<file path="src/rtl/dtq_pkg.sv">
// shared types and codes of the deadline timer queue
// no dependencies; used by dtq_cell, the top level and the checker
package dtq_pkg;

	// fixed field widths of the stream payload
	localparam int FIELD_TIME_W = 48;
	localparam int PERIOD_W     = 32;
	localparam int RESULT_ID_W  = 4;
	localparam int STATUS_W     = 3;
	localparam int OPCODE_W     = 2;
	localparam int MIN_DELAY_W  = 20;
	localparam int SEL_BITS     = 8;

	localparam logic [MIN_DELAY_W-1:0] MIN_DELAY_RESET = 20'd100;

	// request opcodes
	localparam logic [OPCODE_W-1:0] OP_ADD    = 2'd0;
	localparam logic [OPCODE_W-1:0] OP_CANCEL = 2'd1;
	localparam logic [OPCODE_W-1:0] OP_TICK   = 2'd2;

	// result status codes
	localparam logic [STATUS_W-1:0] ST_ADDED     = 3'd0;
	localparam logic [STATUS_W-1:0] ST_FULL      = 3'd1;
	localparam logic [STATUS_W-1:0] ST_CANCELLED = 3'd2;
	localparam logic [STATUS_W-1:0] ST_MISSED    = 3'd3;
	localparam logic [STATUS_W-1:0] ST_FIRED     = 3'd4;
	localparam logic [STATUS_W-1:0] ST_NONE      = 3'd5;

	// what the cells do this cycle (mark acts on every cell, the others on the addressed one)
	typedef enum logic [2:0] {
		CELL_NOP,
		CELL_WRITE,
		CELL_CANCEL,
		CELL_MARK,
		CELL_FIRE
	} cell_op_t;

	// which cells take part in the running search and by what key
	typedef enum logic [1:0] {
		SCAN_FREE,
		SCAN_MATCH,
		SCAN_DUE,
		SCAN_LIVE
	} scan_mode_t;

	typedef struct packed {
		cell_op_t           op;
		scan_mode_t         mode;
		logic [SEL_BITS-1:0] sel;
	} cell_cmd_t;

endpackage

</file>
<file path="src/rtl/dtq_cell.sv">
// one timer slot of the chain: deadline, period, live and due flags
// plus one registered stage of the running minimum search; uses dtq_pkg
module dtq_cell #(
	parameter int TIME_BITS = 48,
	parameter int ID_W      = 4,
	parameter int CELL_IDX  = 0
) (
	input  logic                          clk,
	input  logic                          arst_n,
	input  dtq_pkg::cell_cmd_t            cmd,
	input  logic [TIME_BITS-1:0]          wr_deadline,
	input  logic [dtq_pkg::PERIOD_W-1:0]  wr_period,
	input  logic [TIME_BITS-1:0]          now,
	input  logic                          cand_vld_in,
	input  logic [TIME_BITS-1:0]          cand_key_in,
	input  logic [ID_W-1:0]               cand_id_in,
	output logic                          cand_vld_out,
	output logic [TIME_BITS-1:0]          cand_key_out,
	output logic [ID_W-1:0]               cand_id_out
);

	logic                         live_q;
	logic                         due_q;
	logic [TIME_BITS-1:0]         deadline_q;
	logic [dtq_pkg::PERIOD_W-1:0] period_q;
	logic                         cand_vld_q;
	logic [TIME_BITS-1:0]         cand_key_q;
	logic [ID_W-1:0]              cand_id_q;

	logic                 sel_hit;
	logic [TIME_BITS:0]   reload_sum;
	logic [TIME_BITS-1:0] reload_dl;
	logic                 elig;
	logic [TIME_BITS-1:0] own_key;
	logic                 take_own;

	assign sel_hit    = (cmd.sel == dtq_pkg::SEL_BITS'(CELL_IDX));
	assign reload_sum = {1'b0, now} + (TIME_BITS+1)'(period_q);
	// saturate at the largest time
	assign reload_dl  = reload_sum[TIME_BITS] ? '1 : reload_sum[TIME_BITS-1:0];

	always_comb begin
		elig    = 1'b0;
		own_key = '0;
		unique case (cmd.mode)
			dtq_pkg::SCAN_FREE: begin
				elig = !live_q;
			end
			dtq_pkg::SCAN_MATCH: begin
				elig = live_q && sel_hit;
			end
			dtq_pkg::SCAN_DUE: begin
				elig    = due_q;
				own_key = deadline_q;
			end
			dtq_pkg::SCAN_LIVE: begin
				elig    = live_q;
				own_key = deadline_q;
			end
			default: begin
				elig = 1'b0;
			end
		endcase
	end

	// strict compare: on a tie the lower slot, already in the chain, stays
	assign take_own = elig && (!cand_vld_in || (own_key < cand_key_in));

	always_ff @(posedge clk or negedge arst_n) begin
		if (!arst_n) begin
			live_q     <= 1'b0;
			due_q      <= 1'b0;
			cand_vld_q <= 1'b0;
		end else begin
			cand_vld_q <= take_own || cand_vld_in;
			unique case (cmd.op)
				dtq_pkg::CELL_WRITE: begin
					if (sel_hit) live_q <= 1'b1;
				end
				dtq_pkg::CELL_CANCEL: begin
					if (sel_hit) live_q <= 1'b0;
				end
				dtq_pkg::CELL_MARK: begin
					due_q <= live_q && (deadline_q <= now);
				end
				dtq_pkg::CELL_FIRE: begin
					if (sel_hit) begin
						due_q <= 1'b0;
						if (period_q == '0) live_q <= 1'b0;
					end
				end
				default: begin
				end
			endcase
		end
	end

	always_ff @(posedge clk) begin
		cand_key_q <= take_own ? own_key : cand_key_in;
		cand_id_q  <= take_own ? ID_W'(CELL_IDX) : cand_id_in;
		if ((cmd.op == dtq_pkg::CELL_WRITE) && sel_hit) begin
			deadline_q <= wr_deadline;
			period_q   <= wr_period;
		end else if ((cmd.op == dtq_pkg::CELL_FIRE) && sel_hit && (period_q != '0)) begin
			deadline_q <= reload_dl;
		end
	end

	assign cand_vld_out = cand_vld_q;
	assign cand_key_out = cand_key_q;
	assign cand_id_out  = cand_id_q;

endmodule

</file>
<file path="config.mk">
export PLATFORM = sky130hd
export DESIGN_NAME = dtq_cell
export DESIGN_NICKNAME = d
export VERILOG_FILES = /design/src/rtl/dtq_pkg.sv /design/src/rtl/dtq_cell.sv
export SDC_FILE = /design/constraint.sdc
export NUM_CORES = 1
export LEC_CHECK = 0
export BUFFER_PORTS_ARGS = -buffer_cell sky130_fd_sc_hd__buf_2
export CORE_ASPECT_RATIO = 0.75
export CORE_MARGIN = 2
export CORE_UTILIZATION = 56
export CTS_BUF_LIST = sky130_fd_sc_hd__clkbuf_8
export CTS_CLUSTER_DIAMETER = 30
export DETAILED_ROUTE_END_ITERATION = 10
export PLACE_DENSITY = 0.93
export SLEW_MARGIN = 20
export SYNTH_ARGS = -nofsm -noshare
export SYNTH_HDL_FRONTEND = slang
export SYNTH_SLANG_ARGS = --single-unit
</file>
<file path="constraint.sdc">
create_clock -name clk -period 5.83 [get_ports clk]
set_clock_uncertainty 0.2 [all_clocks]
set_input_delay 0.583 -clock clk [delete_from_list [all_inputs] [get_ports clk]]
set_output_delay 0.583 -clock clk [all_outputs]
set_load 0.1 [all_outputs]
</file>
==> results by stage, run 1 <==
Outcome:
- The flow ran to the end, and the final reports show no timing, DRC or antenna violations.

Clocking:
- The number of buffers inserted during clock tree synthesis is 17.
- The level count of the clock H-tree is 4.
- Counting every sink on the clock net gives about 140.
- TritonCTS built the clock tree.
- The buffer cell driving the clock tree root is clkbuf_8.
- The clock transition at the register clock pins on the worst setup and hold paths after CTS is approximately 0.080 ns.
- The number of hold buffers added after CTS was 1.
- The post-CTS setup buffer count is 0.
- The clock latency at the later pin of the worst-skew pair is between 0.4 and 0.5 ns.
- Counting along the longest clock path gives a buffer depth of 2.
- After clock tree synthesis, the repair step resized 0 gates.

Setup path:
- STA classifies the critical path endpoint as a flop.
- The arrival time at the worst endpoint is approximately 4.0 ns.
- The setup path with the least slack is of type primary input to flop.
- The startpoint type of the worst setup path is a primary input.
- In this run the critical register-to-register path is launched from deadline_q[43]$_DFFE_PP_.
- The longest individual stage delay on the worst path is 0.59 ns.
- The worst register-to-register path has a depth of 9.
- Walking the worst path, the cells encountered are buf_2 > and2_1 > ha_1 > nand4_1 > or2_2 > nor4_1 > nand2_1 > o21ai_4 > buf_4 > mux2_2.
- Grouping stages by cell kind, the critical path spends the most delay in simple AND/OR/NAND/NOR gates.
- The slowest stage of the critical path is the o21ai_4 cell.
- In this run the critical register-to-register path is captured at cand_key_out[17]$_DFF_P_.
- The top fanout value on the critical path is 50.
- Data on the critical path is required at its endpoint by between 5 and 6 ns.
- The number of buffers and inverters on the critical path is 2.
- For flop-to-flop paths, the worst setup slack is approximately 2.1 ns.

Yosys:
- The number of enable-type register cells in the synthesized netlist is 80.
- Counting every net in the synthesized netlist gives around 1300.
- The largest area contributor in the netlist is edfxtp_1.
- The average instance area after synthesis is between 9 and 10 um2.
- The sequential area share after synthesis is 0.363.
- Of the total synthesized cell area, the portion taken by AND, OR, NAND and NOR gates is 0.145.
- For this run, the number of Yosys warnings is 0.
- The leading cell type by number of instances after synthesis is ha_1.
- Of the post-synthesis cell area, the dominant cell type holds 0.248.
- Of the total synthesized cell area, the portion taken by full adders, half adders and majority gates is 0.166.
- The commonest cells after synthesis are 127 x ha_1, 105 x inv_1, 80 x edfxtp_1, 57 x nand2_1, 55 x a21oi_1.
- By area the synthesized netlist is led by edfxtp_1 25%, ha_1 16%, dfxtp_1 11%, mux2_2 5.6%, inv_1 4.1%.
- The synthesized area is 9700 um2.
- By area, the combinational part of the netlist is dominated by compound AO/OA/AOI/OAI gates.
- The post-synthesis compound-gate area fraction is 0.184.
- The post-synthesis share of cell area spent on xor and xnor gates is 0.0298.
- Of the post-synthesis cell area, the part taken by muxes is 0.0599.
- The prevailing post-synth register cell is edfxtp_1.
- The number of different library cells used by synthesis comes to 66.
- The synthesized design contains around 140 register bits.
- The async set-or-reset flop fraction in the synthesized netlist is 0.0222.
- The number of standard cells after synthesis is 995.

Cells and area:
- After the last flow step, the layout net total stands at about 1600.
- Of the cells placed in the final design, the portion with a size suffix greater than 1 is 0.283.
- Fill cells in the final layout number about 1300.
- Registers take 3520 um2.
- The layout overhead on the synthesized area is 19.9%.
- The area taken by multi-input logic gates is roughly 5700 um2.
- For this run, the number of standard cells in the final layout without fillers is 1472.

Floorplan:
- The die area is 18400 um2.
- The initial core utilization is 0.575.
- The floorplan step set the die width to ~160 um.
- The floorplan core area is approximately 17000 um2.
- Row generation in the floorplan step produced 41 rows.
- The y dimension of the die is ~120 um.
- In this run the count of I/O pins placed on the die edge is about 250.

Timing:
- The post-route fraction of the period consumed by the critical path is 0.660.
- Setup violations remaining at the end of the flow were counted as 0.
- In this run the tightest slew margin relative to its limit is 0.408.
- The transition at the pin with the smallest max-transition slack is just under 0.9 ns.
- The minimum clock period is approximately 3.8 ns.
- The number of slew-limit violations in the final report was 0.
- The final-report hold violation count is 0.
- Derived from the worst setup path, the maximum achievable clock frequency is 260 MHz.
- The final-layout setup total negative slack is 0 ns.
- Across all hold checks on the routed design, the worst slack comes to 0.105 ns.
- Setup repair after global routing left no endpoint under its margin.

Global route:
- The via count of the first global-routing pass is ~8400.
- The sum of overflow across all layers after global routing is 0.
- Entering global routing, the biggest net connects a little over 50 pins.
- The global routing usage summed across all routing layers is 0.302.
- The initial antenna violation count is 4.
- The wire length of the first global-routing pass is 43400 um.

Placed design:
- The total of buffers placed on input and output ports is 248.
- The total placed cells including tap cells is approximately 1400.
- The post-detailed-placement half-perimeter wirelength is approximately 23000 um.
- The final weighted congestion of routability-driven global placement is about 1.

Power and ir drop:
- Across the VDD grid, the largest voltage drop is between 0.1 and 0.15 mV.
- The power density over the cells is 232 nW/um2.
- The analysis attributes to cell leakage a power of between 5 and 6 nW.

Worst hold path:
- Counting instances, the worst hold path has a depth of 1.
- The class of the tightest hold or removal check is primary input to flop.
- The worst min-delay path startpoint is wr_period[15].
- The worst hold path endpoint is period_q[15]$_DFFE_PP_.

Run:
- The reported max-cap violation count is 0.

Routing:
- The average vias per placed instance is a little under 6.
- The length of the first detailed-routing pass in iterations is 6.
- Summed over all layers, the routed wires come to 27900 um.
- The count of unresolved DRC violations after routing is 0.
- In this run the remaining antenna-violating nets after routing total 0.
- The via count is around 8700.
- The wire length per cell is ~19 um.
- The DRC violation total after the first TritonRoute iteration is roughly 870.
-- flip-flops by register name, summed over array words and instances, names as in the netlist --
signal / cells
cand_key_out: 48
period_q: 32
live_q: 1
due_q: 1
cand_vld_out: 1
deadline_q: 48
cand_id_out: 4
-- power breakdown --
part	switching [mW]	internal [mW]	total, mW
sequential	0.00992	1.05	1.06
clock	0.379	0.513	0.892
combinational	0.515	0.227	0.742
total	0.904	1.79	2.70
-- how the worst max path moves through the flow --
stage	startpoint	endpoint	slack (ns)	cells past startpoint
global placement	cmd[9]	cand_key_out[1]$_DFF_P_	1.65	10
global route	cmd[9]	cand_key_out[21]$_DFF_P_	1.71	10
finish	cmd[9]	cand_key_out[17]$_DFF_P_	1.98	10
detailed placement	cmd[9]	cand_key_out[17]$_DFF_P_	1.54	10
floorplan	cmd[1]	deadline_q[0]$_DFFE_PP_	0.36	3
CTS	cmd[9]	cand_key_out[17]$_DFF_P_	2.01	10
-- final cells by class --
type | count | area share
multi-input cells | 727 | 0.490
flip-flops and latches | 135 | 0.303
repair buffers | 254 | 0.111
inverters | 105 | 0.0339
clock buffers | 21 | 0.0249
well taps | 215 | 0.0231
clock inverters | 11 | 0.0141
diodes | 4 | 0.000861
-- through the flow --
stage	instance area [um2]	power, mW	util	setup WS, ns
5_1_grt	11600	2.80	0.689	1.71
2_1_floorplan	9700	1.63	-	0.361
3_5_place_dp	11200	1.81	0.661	1.54
4_1_cts	11600	2.70	0.688	2.01
3_3_place_gp	11200	1.80	0.661	1.65
6_report	11600	2.70	0.689	1.98
-- cells by family (layout without fill, tap and decap cells) --
logic type	Yosys count	in the layout
buffers and inverters	133	391
flip-flops	135	135
other	0	4
AND/OR/NAND/NOR	259	259
XOR/XNOR	33	33
AO/OA/AOI/OAI	255	255
adder cells (fa/ha/maj)	128	128
multiplexers	52	52
-- layer usage --
| metal | vias to the layer above | GRT usage | routed length, um |
|---|---|---|---|
| met5 | - | 0 | 0 |
| met4 | 0 | 0.0849 | 750 |
| li1 | 4168 | - | - |
| met2 | 516 | 0.447 | 11800 |
| met3 | 61 | 0.0751 | 3000 |
| met1 | 4002 | 0.439 | 12300 |
-- worst reg2reg max path, stage by stage (launching register included) --
cell	delay (ns)
edfxtp_1	0.44
and2_1	0.21
ha_1	0.31
nand4_1	0.12
or2_2	0.30
nor4_1	0.39
nand2_1	0.15
o21ai_4	0.59
buf_4	0.48
mux2_2	0.40
-- layout by cell type, fill, tap and decap left out, drive strengths merged, types with 5 or more instances in the layout --
cell type,instances
a211oi,7
a21o,46
a21oi,59
a31oi,10
and2,54
and3,12
buf,253
clkbuf,21
dfxtp,52
edfxtp,80
ha,127
inv,110
mux2,48
nand2,57
nand3,17
nand4,27
nor2,30
nor2b,8
nor3,18
nor4,14
o211ai,8
o21a,6
o21ai,43
o22a,38
o31ai,10
o32a,5
or2,5
xnor2,23
xor2,10
(Power assumes the default switching activity.)
==> run 2: changes to the inputs <==
==> constraint.sdc (replaced) <==
create_clock -name clk -period 3.6 [get_ports clk]
set_clock_uncertainty 0.2 [all_clocks]
set_input_delay 0.36 -clock clk [delete_from_list [all_inputs] [get_ports clk]]
set_output_delay 0.36 -clock clk [all_outputs]
set_load 0.1 [all_outputs]
==> run 2 against run 1 <==
Effect of this change: power increased by 61%; critical path type is now flop to flop; core utilization increased by 5.6 points; first-iteration DRC count increased by 25%; highest routed layer is now met5.
==> results by stage, run 2 (synthesis results as in run 1) <==
Outcome:
- The flow ran to the end, and the final reports show no timing, DRC or antenna violations.

Timing:
- Across all hold checks on the routed design, the worst slack comes to 0.0107 ns.
- The remaining max-slew budget at the tightest pin is 0.590.
- Setup violations remaining at the end of the flow were counted as 0.
- After routing, the total negative slack on setup checks comes to 0 ns.
- The final-report hold violation count is 0.
- The number of slew-limit violations in the final report was 0.
- The transition at the pin with the smallest max-transition slack is just over 0.6 ns.
- The highest achievable clock rate is about 290 MHz.
- The least setup slack across all paths after layout is a little under 0.2 ns.
- The post-route fraction of the period consumed by the critical path is 0.945.
- The worst path needs 3.40 ns of the cycle, external delays included.
- Setup repair after global routing left no endpoint under its margin.

Clocking:
- Clock latency on the worst-skew pair, taken at its later pin, is roughly 0.46 ns.
- The post-cts sizing count is 0.
- The clock transition at the register clock pins on the worst setup and hold paths after CTS is about 0.090 ns.
- The number of buffers on the longest clock path is 2.
- In this run, CTS created clock tree buffers numbering 17.
- Counting every sink on the clock net gives roughly 140.
- The TritonCTS clock tree is yes.
- Clock tree synthesis selected as its root buffer the cell clkbuf_8.
- The level count of the clock H-tree is 4.

Power and ir drop:
- The static power due to leakage is approximately 6 nW.
- For this design the ratio of total power to cell area is between 300 and 400 nW/um2.
- Across the VDD grid, the largest voltage drop is between 0.15 and 0.2 mV.

Cells and area:
- Leaving out filler cells and counting taps, the final layout contains roughly 1600.
- The library cell used most frequently in the layout, excluding fill and tap cells, is buf_2.
- In the layout the commonest cells are 248 x buf_2, 127 x ha_1, 106 x inv_1.
- Summing all flip-flop and latch instances after layout gives roughly 3500 um2.
- The layout overhead on the synthesized area is 29.6%.
- The number of nets in the finished design is 1661.
- In the final layout, the share of cells above drive strength 1 is 0.265.
- Fill cells in the final layout number approximately 1100.
- The multi-input combinational cells in the finished layout cover a total of 5690 um2.

Setup path:
- STA classifies the critical path endpoint as a flop.
- At the worst endpoint, the required time is between 3 and 4 ns.
- The arrival time at the worst endpoint is around 3.4 ns.
- The top fanout value on the critical path is 4.
- Across all register-to-register paths, the minimum setup slack is roughly 0.20 ns.
- STA classifies the critical path startpoint as a flop.
- The critical path is of the flop to flop type.

Floorplan:
- The floorplan core area is 16900 um2.
- The y dimension of the die is around 120 um.
- The I/O pin count is between 200 and 250.
- The site row count is 41.
- The floorplan step defined a die boundary enclosing about 18000 um2.
- The floorplan step set the die width to approximately 160 um.
- The initial core utilization is 0.575.

Placed design:
- Including well taps, the total number of placed cells is approximately 1400.
- The final weighted congestion of routability-driven global placement is just under 1.
- Port buffering added 248 buffers.
- The post-detailed-placement half-perimeter wirelength is around 23000 um.
- Before CTS, the worst setup slack after placement is 0.142 ns.

Global route:
- The initial antenna violation count is 7.
- For this run the aggregate overflow at the end of global routing stands at 0.
- The via count of the first global-routing pass came to 9233.
- Across every metal layer, demand over resource in global routing totals 0.334.
- The wire length of the first global-routing pass is between 40000 and 50000 um.
- Entering global routing, the biggest net connects 53 pins.

Run:
- The reported max-cap violation count is 0.

Routing:
- The final route contains roughly 9300 vias.
- The total routed wirelength is 31300 um.
- After detailed routing, the number of vias per cell comes to roughly 5.9.
- The count of unresolved DRC violations after routing is 0.
- In the final routed layout, each cell accounts on average for 19.9 um.
- The length of the first detailed-routing pass in iterations is 6.
- The antenna violation net count after detailed routing is 0.
- The DRC violation total after the first TritonRoute iteration is between 1000 and 1500.

Worst hold path:
- The path class of the tightest hold or removal check is primary input to flop.
run 2: changes by cell type in the layout (fill, tap and decap cells not counted), sizes merged:
cell	change
buf	+6
clkbuf	-1
bufinv	-2
diode	+1
clkinvlp	+1
inv	+1
dlygate4sd3	+91
run 2: worst max-delay path: stages (launching register included):
cell and delay [ns]:
edfxtp_1 0.43, ha_1 0.23, fa_1 0.43, a211o_1 0.31
a21o_1 0.21, o21ai_0 0.36, a211oi_1 0.17, o21ai_0 0.28
a21boi_0 0.16, xor2_1 0.18, o22a_1 0.18
run 2: layout make-up:
cell class	count	area share
Clock inverter	11	0.00966
Sequential cell	135	0.280
Multi-Input combinational cell	727	0.453
Inverter	105	0.0314
Clock buffer	20	0.0219
Timing Repair Buffer	351	0.182
Antenna cell	5	0.000996
Tap cell	215	0.0214
run 2: what timing repair did:
action,in CTS,in global routing
endpoints found under the setup margin,0,1
hold buffers,92,0
buffers inserted,0,1
endpoints found under the hold margin,93,0
run 2: worst paths after layout:
path	from	depth (start not counted)	to
worst min-delay path	wr_deadline[1]	2	deadline_q[1]$_DFFE_PP_
worst min register to register	due_q$_DFFE_PN0P_	2	due_q$_DFFE_PN0P_
max in group asynchronous	arst_n	2	live_q$_DFFE_PN0P_
min in group asynchronous	arst_n	2	cand_vld_out$_DFF_PN0_
worst max-delay path	period_q[0]$_DFFE_PP_	10	deadline_q[26]$_DFFE_PP_
worst max register to register	period_q[0]$_DFFE_PP_	10	deadline_q[26]$_DFFE_PP_
run 2: power by group:
| group | total, mW | internal (mW) | switching, mW |
|---|---|---|---|
| registers | 1.72 | 1.70 | 0.0204 |
| logic | 1.31 | 0.439 | 0.871 |
| clock network | 1.31 | 0.670 | 0.638 |
| total | 4.34 | 2.81 | 1.53 |
run 2: metrics by stage:
step / instance area, um2 / power (mW) / utilization
after global routing: 12600 / 4.48 / 0.744
after floorplan: 9710 / 2.63 / -
final: 12600 / 4.34 / 0.744
after CTS: 12500 / 4.30 / 0.743
after global placement: 11200 / 2.92 / 0.665
after detailed placement: 11200 / 2.95 / 0.665
run 2: per-layer routing:
| metal | part of all wire | track usage |
|---|---|---|
| met5 | 0.00086 | 0 |
| met4 | 0.033 | 0.122 |
| met3 | 0.11 | 0.0869 |
| met2 | 0.44 | 0.518 |
| met1 | 0.41 | 0.449 |
==> run 3: changes to the inputs <==
--- a/config.mk
+++ b/config.mk
@@ -6,13 +6,15 @@
 export NUM_CORES = 1
 export LEC_CHECK = 0
 export BUFFER_PORTS_ARGS = -buffer_cell sky130_fd_sc_hd__buf_2
+export CELL_PAD_IN_SITES_DETAIL_PLACEMENT = 1
+export CELL_PAD_IN_SITES_GLOBAL_PLACEMENT = 1
 export CORE_ASPECT_RATIO = 0.75
-export CORE_MARGIN = 2
-export CORE_UTILIZATION = 56
+export CORE_MARGIN = 4
+export CORE_UTILIZATION = 42
 export CTS_BUF_LIST = sky130_fd_sc_hd__clkbuf_8
 export CTS_CLUSTER_DIAMETER = 30
 export DETAILED_ROUTE_END_ITERATION = 10
-export PLACE_DENSITY = 0.93
+export PLACE_DENSITY = 0.92
 export SLEW_MARGIN = 20
 export SYNTH_ARGS = -nofsm -noshare
 export SYNTH_HDL_FRONTEND = slang
==> run 3 against run 2 <==
Effect of this change: sequential cell count stayed put; clock-buffer cell count is 1 lower; register-to-register slack worse by 0.17 ns; sequential power hardly changed; clock power hardly changed; sequential share of layout area is 0.95 points lower; die area is 39% higher; critical endpoint is now deadline_q[44]$_DFFE_PP_; largest cell class unchanged.
==> results by stage, run 3 (synthesis results as in run 1) <==
Global route:
- Entering global routing, the biggest net connects 44 pins.
- The initial antenna violation count is 3.
- The wire length of the first global-routing pass is 60400 um.
- The global routing usage summed across all routing layers is 0.303.
- Global routing finished with a remaining overflow of 0.
- The via count of the first global-routing pass is 10585.

Timing:
- The number of slew-limit violations in the final report came to 0.
- Measured against its own limit, the worst slew margin works out to 0.455.
- The smallest clock period supported by the final layout is computed as about 3.6 ns.
- The highest achievable clock rate is about 280 MHz.
- The final-report setup violation count is 0.
- At the pin with the least slew margin, the transition time is about 0.8 ns.
- Dividing the final minimum period by the clock period gives 0.993.
- The least setup slack across all paths after layout is 0.0247 ns.
- The final-report hold violation count came to 0.

Floorplan:
- The core region is approximately 22000 um2.
- In this run the core area contains 47 standard-cell rows.
- The initial utilization of the core area, before any placement, comes to 0.433.
- The y dimension of the die is between 100 and 150 um.
- The I/O pin count is 249.
- The die is 183 um wide.
- The die area is ~26000 um2.

Worst hold path:
- In this run the worst hold path is classified as primary input to flop.
- The cell depth of the worst min-delay path is 2.

Clocking:
- At the later pin of the worst-skew pair, clock insertion delay measures just under 0.5 ns.
- Clock-pin slew was measured on the worst setup and hold paths at 0.10 ns.
- For this design, the sink count on the clock tree is 135.
- The tree is rooted in a clkbuf_8.
- In this run, CTS created clock tree buffers numbering 17.
- The TritonCTS clock tree is yes.
- The longest clock path from root to sink contains 2 buffers.
- The H-tree was split into 4 levels.

Setup path:
- Measured in cells, the most critical reg-to-reg path has a length of 11.
- In this run the worst path has a maximum fanout of 7.
- The largest individual stage delay along the critical path comes from the cell fa_1.
- The data required time at the worst endpoint is approximately 3.6 ns.
- The type of the worst setup path is flop to flop.
- The worst setup path is captured at a flop.
- Traced cell by cell, the critical path runs through ha_1 > fa_1 > a211o_1 > a21o_1 > o211ai_2 > a21oi_2 > o31ai_4 > buf_4 > nor3_1 > mux2i_1 > o21ai_0.
- The longest individual stage delay on the worst path is between 0.4 and 0.5 ns.
- The startpoint type of the worst setup path is a flop.
- Data on the critical path arrives at its endpoint at 3.59 ns.

Cells and area:
- The number of nets in the finished design is 1700.
- The leading cell type in the layout, fill and taps excluded is buf_2.
- Compared with the post-synthesis result, the final layout area differs by 34.1%.
- The fraction of layout instances using a drive strength above 1 is 0.262.
- In the layout the commonest cells are 248 x buf_2, 127 x ha_1, 121 x dlygate4sd3_1.
- The design area is between 10000 and 15000 um2.

Placed design:
- In this run the cell area measured after placement is roughly 11000 um2.
- The post-detailed-placement half-perimeter wirelength is about 28000 um.
- Timing analysis after detailed placement gives a worst setup slack of between 0.1 and 0.15 ns.
- Routability-driven placement finished with a final weighted congestion of around 0.9.
- Input and output buffers added on the ports amount to 248.

Routing:
- The total routed wirelength is 40900 um.
- In the routed design, unresolved DRC markers number 0.
- Before antenna repair, the detailed router went through 5 iterations.
- The via count is between 9000 and 10000.
- The average vias per placed instance is around 6.
- The wire length per cell is ~24 um.
- The antenna violation net count after detailed routing is 0.
- The first routing iteration left 952 violations.

Power and ir drop:
- Summed over all cells, the static leakage comes to between 6 and 7 nW.
- VDD sags by at most 0.249 mV.
- The power density over the cells is approximately 340 nW/um2.

Run:
- Max-cap violations in this run came to 0.

Outcome:
- The run finished with clean final reports.
-- run 3: changes by cell type in the layout (fill, tap and decap cells not counted), sizes merged --
cell	before	now
dlygate4sd3	92	121
clkbuf	20	19
clkinvlp	1	0
inv	111	112
buf	259	269
clkinv	2	4
diode	5	2
-- run 3: per-layer routing --
| layer | up-vias | wire (um) | global-route usage |
|---|---|---|---|
| li1 | 4430 | - | - |
| met1 | 4798 | 16400 | 0.389 |
| met2 | 559 | 19000 | 0.487 |
| met3 | 135 | 3770 | 0.0801 |
| met4 | 4 | 1640 | 0.121 |
| met5 | - | 22 | 0 |
-- run 3: critical path, delay by kind of cell (launching register included) --
kind,cells,cell delay (ns)
buffers and inverters,1,0.20
DFF,1,0.45
muxes,1,0.16
AOI/OAI and AO/OA,6,1.52
adders and majority gates,2,0.71
and+or+nand+nor,1,0.06
-- run 3: path summary, 6_finish.rpt --
kind	from	to	slack [ns]
setup / recovery	period_q[0]$_DFFE_PP_	deadline_q[44]$_DFFE_PP_	0.02
hold / removal	wr_deadline[19]	deadline_q[19]$_DFFE_PP_	0.002
setup reg to reg	period_q[0]$_DFFE_PP_	deadline_q[44]$_DFFE_PP_	0.02
hold reg to reg	due_q$_DFFE_PN0P_	due_q$_DFFE_PN0P_	0.38
max in group asynchronous	arst_n	live_q$_DFFE_PN0P_	3.05
min in group asynchronous	arst_n	cand_vld_out$_DFF_PN0_	0.02
-- run 3: area by class of cell --
class                      instances  area [um2]
inverter                         105         394
fill                            2524        9400
timing repair buffer             390        2650
sequential                       135        3520
clock inverter                    13         106
tap                              294         368
multi-input combinational        727        5710
antenna                            2        5.00
clock buffer                      19         262
-- run 3: power breakdown --
part           internal [mW]  leakage, nW  switching [mW]
logic                  0.470         4.79           0.918
registers               1.70         1.19          0.0217
clock network          0.630        0.218           0.660
-- run 3: timing repair --
action	CTS	global route
setup buffers	0	5
hold buffers	119	2
endpoints found under the setup margin	0	4
resized for setup	0	4
hold endpoints to repair	120	2
-- run 3: per-stage QoR --
step / std cells / hold WS [ns] / util / total power, mW / setup TNS [ns]
6_report: 1685 / 0.00198 / 0.580 / 4.40 / 0
5_1_grt: 1684 / 0.00677 / 0.580 / 4.55 / -0.0835
4_1_cts: 1676 / 0.000586 / 0.577 / 4.32 / 0
3_5_place_dp: 1525 / -0.0196 / 0.508 / 2.98 / 0
3_3_place_gp: 1525 / -0.0263 / 0.508 / 2.93 / 0
2_1_floorplan: 995 / -0.136 / - / 2.63 / 0
